$ cat src/tile_dirty_map_top_assert.svh
// assertion macros shared by the tile dirty map modules
// no dependencies; taken in by `include where assertions are written
`ifndef TILE_DIRTY_MAP_TOP_ASSERT_SVH
`define TILE_DIRTY_MAP_TOP_ASSERT_SVH

// same-cycle implication, checked outside reset
`define TDM_ASSERT_IMPL(lbl, clk, rst_n, ante, cons, msg) \
    lbl: assert property (@(posedge clk) disable iff (!rst_n) (ante) |-> (cons)) \
        else $error(msg);

// next-cycle implication, checked outside reset
`define TDM_ASSERT_NEXT(lbl, clk, rst_n, ante, cons, msg) \
    lbl: assert property (@(posedge clk) disable iff (!rst_n) (ante) |=> (cons)) \
        else $error(msg);

`endif

$ cat src/tdm_pkg.sv
// shared types and constants of the tile dirty map
// no dependencies; used by every module of the block
package tdm_pkg;

    localparam int unsigned DEPTH     = 32;
    localparam int unsigned ROW_W     = 32;
    localparam int unsigned ROW_IDX_W = 5;
    localparam int unsigned PIX_W     = 12;
    localparam int unsigned DIM_W     = 6;
    localparam int unsigned POS_W     = 9;

    // reciprocal division of pixel positions by the tile size
    localparam int unsigned OPND_W    = 13;
    localparam int unsigned DIV_SHIFT = 20;
    localparam int unsigned RECIP_W   = 20;

    // operation codes
    localparam logic [1:0] OP_MARK    = 2'd0;
    localparam logic [1:0] OP_MERGE   = 2'd1;
    localparam logic [1:0] OP_RESTORE = 2'd2;
    localparam logic [1:0] OP_CLEAR   = 2'd3;

    // configuration register indexes
    localparam logic CFG_MAP_COLUMNS = 1'b0;
    localparam logic CFG_MAP_ROWS    = 1'b1;

    localparam logic [DIM_W-1:0] COLUMNS_RESET = 6'd20;
    localparam logic [DIM_W-1:0] ROWS_RESET    = 6'd12;

    // division steps of a mark request
    localparam logic [1:0] DIV_X1 = 2'd0;
    localparam logic [1:0] DIV_X2 = 2'd1;
    localparam logic [1:0] DIV_Y1 = 2'd2;
    localparam logic [1:0] DIV_Y2 = 2'd3;

    typedef struct packed {
        logic [1:0]           op;
        logic [PIX_W-1:0]     rect_x;
        logic [PIX_W-1:0]     rect_y;
        logic [PIX_W-1:0]     rect_w;
        logic [PIX_W-1:0]     rect_h;
        logic [ROW_IDX_W-1:0] row_index;
        logic [ROW_W-1:0]     row_bits;
    } item_t;

    typedef struct packed {
        logic             tile_valid;
        logic [POS_W-1:0] tile_x;
        logic [POS_W-1:0] tile_y;
        logic             last;
    } result_t;

    typedef enum logic [2:0] {
        CS_IDLE,
        CS_DISPATCH,
        CS_DIV,
        CS_SETUP,
        CS_READ,
        CS_WRITE,
        CS_EMIT,
        CS_RESP
    } ctrl_state_t;

    typedef struct packed {
        logic       capture;
        logic       div_step;
        logic [1:0] div_sel;
        logic       mark_setup;
        logic       mem_rd;
        logic       mem_wr;
        logic       row_inc;
        logic       clear_all;
        logic       emit_tile;
        logic       emit_resp;
    } ctrl_cmd_t;

    typedef struct packed {
        logic [1:0] op;
        logic       row_ok;
        logic       mark_ok;
        logic       row_done;
        logic       restore_nonzero;
        logic       word_nonzero;
        logic       tile_last;
        logic       slot_free;
    } ctrl_status_t;

endpackage

$ cat src/tdm_row_mem.sv
// row word store of the tile dirty map, one word per tile row
// depends on tdm_pkg; rows read as zero until written since the last clear
module tdm_row_mem
(
    input  logic                           clk,
    input  logic                           rst_n,
    input  logic                           rd_en,
    input  logic                           wr_en,
    input  logic                           clear,
    input  logic [tdm_pkg::ROW_IDX_W-1:0]  addr,
    input  logic [tdm_pkg::ROW_W-1:0]      wr_data,
    output logic [tdm_pkg::ROW_W-1:0]      rd_data
);

    logic [tdm_pkg::ROW_W-1:0] row_store_reg [tdm_pkg::DEPTH];
    logic [tdm_pkg::DEPTH-1:0] valid_reg;
    logic [tdm_pkg::ROW_W-1:0] rd_data_reg;

    // per-row valid bits, cleared at once by reset or clear
    always_ff @(posedge clk or negedge rst_n)
    begin
        if (!rst_n)
        begin
            valid_reg <= '0;
        end
        else if (clear)
        begin
            valid_reg <= '0;
        end
        else if (wr_en)
        begin
            valid_reg[addr] <= 1'b1;
        end
    end

    // word storage with registered read
    always_ff @(posedge clk)
    begin
        if (wr_en)
        begin
            row_store_reg[addr] <= wr_data;
        end
        if (rd_en)
        begin
            rd_data_reg <= valid_reg[addr] ? row_store_reg[addr] : '0;
        end
    end

    assign rd_data = rd_data_reg;

endmodule

$ cat src/tdm_datapath.sv
// datapath of the tile dirty map: config registers, tile span division,
// mark masks, restore scan and the result register; depends on tdm_pkg
module tdm_datapath #(
    parameter int unsigned TILE_W   = 16,
    parameter int unsigned TILE_H   = 16,
    parameter int unsigned MAX_COLS = 32,
    parameter int unsigned MAX_ROWS = 32
)
(
    input  logic                           clk,
    input  logic                           rst_n,
    input  tdm_pkg::item_t                 item,
    input  tdm_pkg::ctrl_cmd_t             cmd,
    output tdm_pkg::ctrl_status_t          status,
    input  logic                           cfg_valid,
    input  logic                           cfg_index,
    input  logic [tdm_pkg::DIM_W-1:0]      cfg_data,
    output logic [tdm_pkg::ROW_IDX_W-1:0]  mem_addr,
    output logic [tdm_pkg::ROW_W-1:0]      mem_wr_data,
    input  logic [tdm_pkg::ROW_W-1:0]      mem_rd_data,
    output tdm_pkg::result_t               result,
    output logic                           result_valid,
    input  logic                           result_ready
);

    localparam int unsigned COL_CAP = (MAX_COLS < 32) ? MAX_COLS : 32;
    localparam int unsigned ROW_CAP = (MAX_ROWS < 32) ? MAX_ROWS : 32;
    localparam int unsigned RECIP_X =
        ((1 << tdm_pkg::DIV_SHIFT) + TILE_W - 1) / TILE_W;
    localparam int unsigned RECIP_Y =
        ((1 << tdm_pkg::DIV_SHIFT) + TILE_H - 1) / TILE_H;
    localparam int unsigned PROD_W  = tdm_pkg::OPND_W + tdm_pkg::RECIP_W;
    localparam int unsigned XP_RAW  = tdm_pkg::ROW_IDX_W + $clog2(TILE_W + 1);
    localparam int unsigned YP_RAW  = tdm_pkg::ROW_IDX_W + $clog2(TILE_H + 1);
    localparam int unsigned XP_W    = (XP_RAW > tdm_pkg::POS_W) ? XP_RAW : tdm_pkg::POS_W;
    localparam int unsigned YP_W    = (YP_RAW > tdm_pkg::POS_W) ? YP_RAW : tdm_pkg::POS_W;

    logic [tdm_pkg::DIM_W-1:0]     map_columns_reg;
    logic [tdm_pkg::DIM_W-1:0]     map_rows_reg;
    logic [tdm_pkg::DIM_W-1:0]     cols;
    logic [tdm_pkg::DIM_W-1:0]     rows;
    logic [tdm_pkg::DIM_W-1:0]     cols_m1;
    logic [tdm_pkg::DIM_W-1:0]     rows_m1;
    logic [tdm_pkg::ROW_W-1:0]     colmask;

    tdm_pkg::item_t                item_reg;

    logic [tdm_pkg::OPND_W-1:0]    div_opnd;
    logic [tdm_pkg::RECIP_W-1:0]   div_recip;
    logic [PROD_W-1:0]             div_prod;
    logic [tdm_pkg::PIX_W-1:0]     div_quot;
    logic [tdm_pkg::PIX_W-1:0]     x1_reg;
    logic [tdm_pkg::PIX_W-1:0]     x2_reg;
    logic [tdm_pkg::PIX_W-1:0]     y1_reg;
    logic [tdm_pkg::PIX_W-1:0]     y2_reg;

    logic                          span_ok;
    logic [tdm_pkg::ROW_IDX_W-1:0] x2_clip;
    logic [tdm_pkg::ROW_IDX_W-1:0] y2_clip;
    logic [tdm_pkg::ROW_W-1:0]     mark_mask;
    logic [tdm_pkg::ROW_W-1:0]     mask_reg;
    logic [tdm_pkg::ROW_IDX_W-1:0] row_reg;
    logic [tdm_pkg::ROW_IDX_W-1:0] row_end_reg;

    logic [tdm_pkg::ROW_W-1:0]     restore_word;
    logic [tdm_pkg::ROW_W-1:0]     word_reg;
    logic [tdm_pkg::ROW_IDX_W-1:0] top_idx;
    logic [tdm_pkg::ROW_W-1:0]     word_cleared;
    logic [XP_W-1:0]               tile_x_full;
    logic [YP_W-1:0]               tile_y_full;

    tdm_pkg::result_t              res_reg;
    logic                          res_valid_reg;

    // configuration registers
    always_ff @(posedge clk or negedge rst_n)
    begin
        if (!rst_n)
        begin
            map_columns_reg <= tdm_pkg::COLUMNS_RESET;
            map_rows_reg    <= tdm_pkg::ROWS_RESET;
        end
        else if (cfg_valid)
        begin
            case (cfg_index)
                tdm_pkg::CFG_MAP_COLUMNS: map_columns_reg <= cfg_data;
                tdm_pkg::CFG_MAP_ROWS:    map_rows_reg    <= cfg_data;
                default: ;
            endcase
        end
    end

    // columns and rows in use: zero counts as one, capped at the map size
    always_comb
    begin
        cols = (map_columns_reg == '0) ? 6'd1 : map_columns_reg;
        if (cols > 6'(COL_CAP))
        begin
            cols = 6'(COL_CAP);
        end
        rows = (map_rows_reg == '0) ? 6'd1 : map_rows_reg;
        if (rows > 6'(ROW_CAP))
        begin
            rows = 6'(ROW_CAP);
        end
        cols_m1 = cols - 6'd1;
        rows_m1 = rows - 6'd1;
        for (int i = 0; i < tdm_pkg::ROW_W; i++)
        begin
            colmask[i] = (6'(i) < cols);
        end
    end

    // request capture
    always_ff @(posedge clk)
    begin
        if (cmd.capture)
        begin
            item_reg <= item;
        end
    end

    // tile index by reciprocal multiply, one edge per step
    always_comb
    begin
        case (cmd.div_sel)
            tdm_pkg::DIV_X1:
            begin
                div_opnd  = {1'b0, item_reg.rect_x};
                div_recip = tdm_pkg::RECIP_W'(RECIP_X);
            end
            tdm_pkg::DIV_X2:
            begin
                div_opnd  = {1'b0, item_reg.rect_x} + {1'b0, item_reg.rect_w} - 13'd1;
                div_recip = tdm_pkg::RECIP_W'(RECIP_X);
            end
            tdm_pkg::DIV_Y1:
            begin
                div_opnd  = {1'b0, item_reg.rect_y};
                div_recip = tdm_pkg::RECIP_W'(RECIP_Y);
            end
            default:
            begin
                div_opnd  = {1'b0, item_reg.rect_y} + {1'b0, item_reg.rect_h} - 13'd1;
                div_recip = tdm_pkg::RECIP_W'(RECIP_Y);
            end
        endcase
        div_prod = PROD_W'(div_opnd) * PROD_W'(div_recip);
        div_quot = div_prod[tdm_pkg::DIV_SHIFT +: tdm_pkg::PIX_W];
    end

    always_ff @(posedge clk)
    begin
        if (cmd.div_step)
        begin
            case (cmd.div_sel)
                tdm_pkg::DIV_X1: x1_reg <= div_quot;
                tdm_pkg::DIV_X2: x2_reg <= div_quot;
                tdm_pkg::DIV_Y1: y1_reg <= div_quot;
                default:         y2_reg <= div_quot;
            endcase
        end
    end

    // clipped span and column mask of a mark
    always_comb
    begin
        span_ok = (item_reg.rect_w != '0) && (item_reg.rect_h != '0)
                  && (x1_reg < {6'd0, cols}) && (y1_reg < {6'd0, rows});
        x2_clip = (x2_reg >= {6'd0, cols}) ? cols_m1[4:0] : x2_reg[4:0];
        y2_clip = (y2_reg >= {6'd0, rows}) ? rows_m1[4:0] : y2_reg[4:0];
        for (int i = 0; i < tdm_pkg::ROW_W; i++)
        begin
            mark_mask[i] = (12'(i) >= x1_reg) && (5'(i) <= x2_clip);
        end
    end

    // mark row walk
    always_ff @(posedge clk)
    begin
        if (cmd.mark_setup)
        begin
            mask_reg    <= mark_mask;
            row_reg     <= y1_reg[4:0];
            row_end_reg <= y2_clip;
        end
        else if (cmd.row_inc)
        begin
            row_reg <= row_reg + 5'd1;
        end
    end

    // row address and read-modify-write data
    always_comb
    begin
        mem_addr     = (item_reg.op == tdm_pkg::OP_MARK) ? row_reg : item_reg.row_index;
        restore_word = mem_rd_data & colmask;
        case (item_reg.op)
            tdm_pkg::OP_MARK:  mem_wr_data = mem_rd_data | mask_reg;
            tdm_pkg::OP_MERGE: mem_wr_data = mem_rd_data | (item_reg.row_bits & colmask);
            default:           mem_wr_data = mem_rd_data & ~colmask;
        endcase
    end

    // restore scan, highest dirty column first
    always_comb
    begin
        top_idx = '0;
        for (int i = 0; i < tdm_pkg::ROW_W; i++)
        begin
            if (word_reg[i])
            begin
                top_idx = 5'(i);
            end
        end
        word_cleared          = word_reg;
        word_cleared[top_idx] = 1'b0;
        tile_x_full = XP_W'(top_idx) * XP_W'(TILE_W);
        tile_y_full = YP_W'(item_reg.row_index) * YP_W'(TILE_H);
    end

    always_ff @(posedge clk)
    begin
        if (cmd.mem_wr)
        begin
            word_reg <= restore_word;
        end
        else if (cmd.emit_tile)
        begin
            word_reg <= word_cleared;
        end
    end

    // result register
    always_ff @(posedge clk or negedge rst_n)
    begin
        if (!rst_n)
        begin
            res_valid_reg <= 1'b0;
        end
        else if (cmd.emit_tile || cmd.emit_resp)
        begin
            res_valid_reg <= 1'b1;
        end
        else if (result_ready)
        begin
            res_valid_reg <= 1'b0;
        end
    end

    always_ff @(posedge clk)
    begin
        if (cmd.emit_tile)
        begin
            res_reg.tile_valid <= 1'b1;
            res_reg.tile_x     <= tile_x_full[tdm_pkg::POS_W-1:0];
            res_reg.tile_y     <= tile_y_full[tdm_pkg::POS_W-1:0];
            res_reg.last       <= (word_cleared == '0);
        end
        else if (cmd.emit_resp)
        begin
            res_reg.tile_valid <= 1'b0;
            res_reg.tile_x     <= '0;
            res_reg.tile_y     <= '0;
            res_reg.last       <= 1'b1;
        end
    end

    assign result       = res_reg;
    assign result_valid = res_valid_reg;

    // status to the controller
    always_comb
    begin
        status.op              = item_reg.op;
        status.row_ok          = ({1'b0, item_reg.row_index} < rows);
        status.mark_ok         = span_ok;
        status.row_done        = (row_reg == row_end_reg);
        status.restore_nonzero = (restore_word != '0);
        status.word_nonzero    = (word_reg != '0);
        status.tile_last       = (word_cleared == '0);
        status.slot_free       = !res_valid_reg || result_ready;
    end

endmodule

$ cat src/tdm_ctrl.sv
// controller of the tile dirty map: sequences each request through the datapath
// depends on tdm_pkg and tile_dirty_map_top_assert.svh
`include "tile_dirty_map_top_assert.svh"

module tdm_ctrl
(
    input  logic                  clk,
    input  logic                  rst_n,
    input  logic                  item_valid,
    output logic                  item_ready,
    input  tdm_pkg::ctrl_status_t status,
    output tdm_pkg::ctrl_cmd_t    cmd
);

    tdm_pkg::ctrl_state_t state_reg;
    tdm_pkg::ctrl_state_t state_next;
    logic [1:0]           div_cnt_reg;
    logic [1:0]           div_cnt_next;

    // state register
    always_ff @(posedge clk or negedge rst_n)
    begin
        if (!rst_n)
        begin
            state_reg   <= tdm_pkg::CS_IDLE;
            div_cnt_reg <= tdm_pkg::DIV_X1;
        end
        else
        begin
            state_reg   <= state_next;
            div_cnt_reg <= div_cnt_next;
        end
    end

    // next state and commands
    always_comb
    begin
        state_next   = state_reg;
        div_cnt_next = div_cnt_reg;
        cmd          = '0;
        cmd.div_sel  = div_cnt_reg;
        item_ready   = 1'b0;
        case (state_reg)
            tdm_pkg::CS_IDLE:
            begin
                item_ready = 1'b1;
                if (item_valid)
                begin
                    cmd.capture = 1'b1;
                    state_next  = tdm_pkg::CS_DISPATCH;
                end
            end
            tdm_pkg::CS_DISPATCH:
            begin
                case (status.op)
                    tdm_pkg::OP_MARK:
                    begin
                        div_cnt_next = tdm_pkg::DIV_X1;
                        state_next   = tdm_pkg::CS_DIV;
                    end
                    tdm_pkg::OP_MERGE, tdm_pkg::OP_RESTORE:
                    begin
                        state_next = status.row_ok ? tdm_pkg::CS_READ : tdm_pkg::CS_RESP;
                    end
                    tdm_pkg::OP_CLEAR:
                    begin
                        cmd.clear_all = 1'b1;
                        state_next    = tdm_pkg::CS_RESP;
                    end
                    default:
                    begin
                        state_next = tdm_pkg::CS_RESP;
                    end
                endcase
            end
            tdm_pkg::CS_DIV:
            begin
                cmd.div_step = 1'b1;
                div_cnt_next = div_cnt_reg + 2'd1;
                if (div_cnt_reg == tdm_pkg::DIV_Y2)
                begin
                    state_next = tdm_pkg::CS_SETUP;
                end
            end
            tdm_pkg::CS_SETUP:
            begin
                if (status.mark_ok)
                begin
                    cmd.mark_setup = 1'b1;
                    state_next     = tdm_pkg::CS_READ;
                end
                else
                begin
                    state_next = tdm_pkg::CS_RESP;
                end
            end
            tdm_pkg::CS_READ:
            begin
                cmd.mem_rd = 1'b1;
                state_next = tdm_pkg::CS_WRITE;
            end
            tdm_pkg::CS_WRITE:
            begin
                cmd.mem_wr = 1'b1;
                case (status.op)
                    tdm_pkg::OP_MARK:
                    begin
                        if (status.row_done)
                        begin
                            state_next = tdm_pkg::CS_RESP;
                        end
                        else
                        begin
                            cmd.row_inc = 1'b1;
                            state_next  = tdm_pkg::CS_READ;
                        end
                    end
                    tdm_pkg::OP_RESTORE:
                    begin
                        state_next = status.restore_nonzero ? tdm_pkg::CS_EMIT
                                                            : tdm_pkg::CS_RESP;
                    end
                    default:
                    begin
                        state_next = tdm_pkg::CS_RESP;
                    end
                endcase
            end
            tdm_pkg::CS_EMIT:
            begin
                if (status.slot_free)
                begin
                    cmd.emit_tile = 1'b1;
                    if (status.tile_last)
                    begin
                        state_next = tdm_pkg::CS_IDLE;
                    end
                end
            end
            tdm_pkg::CS_RESP:
            begin
                if (status.slot_free)
                begin
                    cmd.emit_resp = 1'b1;
                    state_next    = tdm_pkg::CS_IDLE;
                end
            end
            default:
            begin
                state_next = tdm_pkg::CS_IDLE;
            end
        endcase
    end

    // an accepted request is always decoded next
    `TDM_ASSERT_NEXT(a_accept_dispatch, clk, rst_n, item_valid && item_ready,
        state_reg == tdm_pkg::CS_DISPATCH, "accepted request not dispatched")

    // the restore scan only runs with dirty tiles left
    `TDM_ASSERT_IMPL(a_emit_has_tiles, clk, rst_n, state_reg == tdm_pkg::CS_EMIT,
        status.word_nonzero, "restore scan with empty word")

    // the last tile of a restore ends the request
    `TDM_ASSERT_NEXT(a_last_tile_idle, clk, rst_n, cmd.emit_tile && status.tile_last,
        state_reg == tdm_pkg::CS_IDLE, "restore continues past last tile")

endmodule

$ cat src/tile_dirty_map_top.sv
// Tile dirty map: one dirty bit per screen tile, one 32-bit word per tile row.
// Requests come in on item_valid/item_ready with an item_t payload: mark a
// pixel rectangle, merge a row word, restore a row, or clear the whole map.
// Results leave on result_valid/result_ready as result_t; every request gives
// at least one result, the final one with last set. Restore clears the row's
// bits in use, then gives one result per dirty tile, rightmost first.
// Configuration writes on cfg_valid/cfg_ready (always ready) set the columns
// (index 0) and rows (index 1) in use; write them only while the block is idle.
// Rows are updated read-modify-write, read then write, through a single-port
// row store; tile spans use one reciprocal multiplier, one step a cycle.
// One request is in work at a time; the next is accepted from the cycle after
// the final result enters the output register, even if it is not taken.
// A stalled receiver holds the result register and pauses restore output.
// Reset empties the map at once and loads 20 columns and 12 rows.
// Depends on tdm_pkg, tdm_ctrl, tdm_datapath and tdm_row_mem.
module tile_dirty_map_top #(
    parameter int unsigned TILE_W   = 16,
    parameter int unsigned TILE_H   = 16,
    parameter int unsigned MAX_COLS = 32,
    parameter int unsigned MAX_ROWS = 32
)
(
    input  logic                       clk,
    input  logic                       rst_n,
    input  logic                       item_valid,
    output logic                       item_ready,
    input  tdm_pkg::item_t             item,
    output logic                       result_valid,
    input  logic                       result_ready,
    output tdm_pkg::result_t           result,
    input  logic                       cfg_valid,
    output logic                       cfg_ready,
    input  logic                       cfg_index,
    input  logic [tdm_pkg::DIM_W-1:0]  cfg_data
);

    tdm_pkg::ctrl_cmd_t            cmd;
    tdm_pkg::ctrl_status_t         status;
    logic [tdm_pkg::ROW_IDX_W-1:0] mem_addr;
    logic [tdm_pkg::ROW_W-1:0]     mem_wr_data;
    logic [tdm_pkg::ROW_W-1:0]     mem_rd_data;

    // configuration writes are taken in any cycle
    assign cfg_ready = 1'b1;

    // request sequencer
    tdm_ctrl u_ctrl (
        .clk        (clk),
        .rst_n      (rst_n),
        .item_valid (item_valid),
        .item_ready (item_ready),
        .status     (status),
        .cmd        (cmd)
    );

    // arithmetic, masks and result register
    tdm_datapath #(
        .TILE_W   (TILE_W),
        .TILE_H   (TILE_H),
        .MAX_COLS (MAX_COLS),
        .MAX_ROWS (MAX_ROWS)
    ) u_datapath (
        .clk          (clk),
        .rst_n        (rst_n),
        .item         (item),
        .cmd          (cmd),
        .status       (status),
        .cfg_valid    (cfg_valid),
        .cfg_index    (cfg_index),
        .cfg_data     (cfg_data),
        .mem_addr     (mem_addr),
        .mem_wr_data  (mem_wr_data),
        .mem_rd_data  (mem_rd_data),
        .result       (result),
        .result_valid (result_valid),
        .result_ready (result_ready)
    );

    // dirty row store
    tdm_row_mem u_row_mem (
        .clk     (clk),
        .rst_n   (rst_n),
        .rd_en   (cmd.mem_rd),
        .wr_en   (cmd.mem_wr),
        .clear   (cmd.clear_all),
        .addr    (mem_addr),
        .wr_data (mem_wr_data),
        .rd_data (mem_rd_data)
    );

endmodule

$ cat config.mk
export PLATFORM = sky130hd
export DESIGN_NAME = tile_dirty_map_top
export DESIGN_NICKNAME = d
export VERILOG_FILES = /design/src/tdm_pkg.sv /design/src/tdm_row_mem.sv /design/src/tdm_datapath.sv /design/src/tdm_ctrl.sv /design/src/tile_dirty_map_top.sv
export VERILOG_INCLUDE_DIRS = /design/src /design/src/src
export SDC_FILE = /design/constraint.sdc
export NUM_CORES = 2
export LEC_CHECK = 0
export BUFFER_PORTS_ARGS = -buffer_cell sky130_fd_sc_hd__buf_2
export CAP_MARGIN = 20
export CORE_UTILIZATION = 30
export DETAILED_ROUTE_END_ITERATION = 8
export PLACE_DENSITY = 0.43
export REMOVE_ABC_BUFFERS = 1
export SYNTH_ARGS = -nofsm -noshare
export SYNTH_HDL_FRONTEND = slang
export SYNTH_SLANG_ARGS = --single-unit
$ cat constraint.sdc
create_clock -name clk -period 5.85 [get_ports clk]
set_input_delay 0.585 -clock clk [delete_from_list [all_inputs] [get_ports clk]]
set_output_delay 0.585 -clock clk [all_outputs]
set_load 0.005 [all_outputs]
==> reports/qor.yml <==
ys_seq_area_share_pct: 72.1
coreArea_um2: 179000
synth_top_family_by_area: "multiplexers"
cts.sinks: 1315
synthAdderAreaFrac_pct: 1.84
synth_cells: 3259
syn_area_per_cell_um2: 16.7
wl_mm: 177
syn-cell-area_um2: 54400
synth_most_common_cell: "edfxtp_1"
hp-class: "input port to flop"
grt_pass1_wl_mm: 248
rsz0062_at_grt: "no"
cts_buffers: 147
synth_xor_area_share_pct: 0.483
drtIter0Drc: 3170
fin_setup_tns_ns: 0
fin_nets: 3723
die_w_um: 428
via_count: 31456
ys_types: 75
finalClockSkew_ns: 0.0527
worst_pin_slew_ns: 1.17
ys_top_cells_by_area: "edfxtp_1 (70%), mux4_2 (9.3%), dfrtp_1 (2.1%), nand2_1 (1.9%), ha_1 (1.8%)"
clkPwrFrac_pct: 35.8
pre_cts_ws_ns: 1.50
cts_tree: "done"
place_area_um2: 58800
pin_count: 122
ys_ff_latch: 1315
drv_slew: 0
muxShareOfSynthArea_pct: 10.2
dr.pass1.iters: 5
critPathLaunchType: "flop"
largest_register_ffs: 1024
vias_per_cell: 5.22
hold_violations: 0
grt_pass1_vias: 31169
post_cts_resized: 0
wl_per_cell_um: 29.3
leakage_nw: 21.5
swShare_pct: 29.4
ys.flop_type: "edfxtp_1"
synth-edff-count: 1264
initial_core_util_pct: 30.3
worstSetupPathType: "flop to flop"
crit_required_ns: 6.53
power.density_nw_per_um2: 414
gp_congestion: 0.839
htreeDepth: 4
fin_ws_ns: 1.49
min_period_over_period_pct: 74.6
place_hpwl_mm: 110
postRouteAntennaNets: 0
synth_compound_area_share_pct: 7.54
internal_power_mw: 18.9
synth-simple-area-share_pct: 5.70
track_usage_pct: 19.1
synth_top_area_share_pct: 69.7
power.net_switching_mw: 7.88
grt_max_degree: 131
setup_viol: 0
fmax_mhz: 229
drc_errors: 0
p_comb_share_pct: 17.8
critPathMaxFanout: 25
synth_top_area_cell: "edfxtp_1"
grt_overflow: 0
cts_root_buffer: "clkbuf_16"
synth_top_cells_by_count: "edfxtp_1 (1,264), nand2_1 (271), mux4_2 (224)"
clk_pin_slew_ns: 0.06
design_area_um2: 64700
pwr-share-seq_pct: 46.4
outcome: "complete, no violations"
die_y_um: 428
fin_crit_ns: 4.36
area_delta_synth_final_pct: 18.8
endpoint_kind: "flop"
antenna_found_initial: 8
async_reset_ff_share_pct: 3.80
clock_latency_ns: 0.80
io_buffers: 112
cts_buffer_depth: 3
maxCapViolCount: 0
cp.arrival_ns: 5.04
vdd_ir_drop_max_v: 0.000211
dieArea_um2: 183000
slew_headroom_pct: 20.9
drive_above_1_share_pct: 21.2
synth_warnings: 0
num_rows: 155
-- worst paths after layout --
kind,endpoint,slack [ns],start,depth (start not counted)
setup / recovery,u_ctrl.state_reg[0]$_DFFE_PN0P_,1.49,u_datapath.map_columns_reg[2]$_DFFE_PN1P_,13
hold / removal,u_datapath.status[7]$_DFFE_PP_,0.06,item[85],1
setup reg to reg,u_ctrl.state_reg[0]$_DFFE_PN0P_,1.49,u_datapath.map_columns_reg[2]$_DFFE_PN1P_,13
hold reg to reg,u_datapath.result[19]$_SDFFE_PP1P_,0.45,u_datapath.result[19]$_SDFFE_PP1P_,2
max in group asynchronous,u_row_mem.valid_reg[9]$_DFFE_PN0P_,4.78,rst_n,3
min in group asynchronous,u_datapath.map_rows_reg[0]$_DFFE_PN0P_,0.50,rst_n,3
-- placed cells by master, fill, tap and decap left out, types with 34 or more instances in the layout --
cell,synthesis,layout
o21ai_0,149,137
clkbuf_16,0,151
dfrtp_1,46,46
mux4_2,224,224
nor2_1,130,96
a21oi_1,55,55
nand3_1,43,39
a21o_1,45,45
nor2b_1,47,47
nand2_1,271,271
a311oi_1,43,43
and3_1,44,43
ha_1,80,78
buf_4,9,103
a22oi_1,89,89
edfxtp_1,1264,1264
buf_2,5,112
inv_1,119,119
dlygate4sd3_1,0,85
o211ai_1,34,34
nor2_4,0,34
-- cell type report --
type	count	area (um2)
multi-input cells	1645	14500
well taps	2355	2950
repair buffers	316	2500
inverters	119	447
clock inverters	85	1080
clock buffers	184	3910
diodes	3	7.51
flip-flops and latches	1315	39200
fillers	16858	115000
-- cells by family after synthesis --
family	after synthesis
AOI/OAI and AO/OA	594
adders and majority gates	80
other	2
and+or+nand+nor	663
buffers and inverters	306
xor gates and xnor gates	30
muxes	269
DFF	1315
-- metrics by stage --
step | hold slack [ns] | utilization [%] | instances | total power, mW
2_1_floorplan | 0.289 | - | 3079 | 15.1
3_3_place_gp | 0.433 | 32.8 | 5663 | 17.4
3_5_place_dp | 0.441 | 32.8 | 5663 | 17.4
4_1_cts | 0.00198 | 36.0 | 6017 | 27.0
5_1_grt | 0.0131 | 36.0 | 6019 | 27.8
6_report | 0.0628 | 36.0 | 6022 | 26.8
-- worst max-delay path: stages, from the launching register on --
cell	delay (ns)
dfstp_2	0.83
nor4_1	0.10
o21ai_0	0.42
inv_1	0.16
ha_1	0.32
or2_2	0.33
a31oi_1	0.35
o21ai_0	0.13
nor4b_1	0.27
nand4b_1	0.17
nor4_1	0.67
o21ai_0	0.21
o221a_2	0.16
o32ai_1	0.11
-- what timing repair did --
item,CTS,global route
setup buffers,0,0
hold buffers,85,0
hold endpoints to repair,122,0
-- routing by layer --
metal	global-route usage, %	up-vias	routed length, um
met1	28.1	16711	83100
met3	2.87	178	9480
met4	4.05	0	2800
met5	0	-	0
met2	29.8	991	81300
li1	-	13576	-
-- power by group through the flow --
stage	Combinational [mW]	Clock, mW	Sequential (mW)
3_3_place_gp	4.77	0	12.6
6_report	4.77	9.58	12.4
3_5_place_dp	4.76	0	12.6
5_1_grt	5.18	10.2	12.5
4_1_cts	4.83	9.80	12.4
2_1_floorplan	2.84	0	12.3
Power figures use the tool's default switching activity.
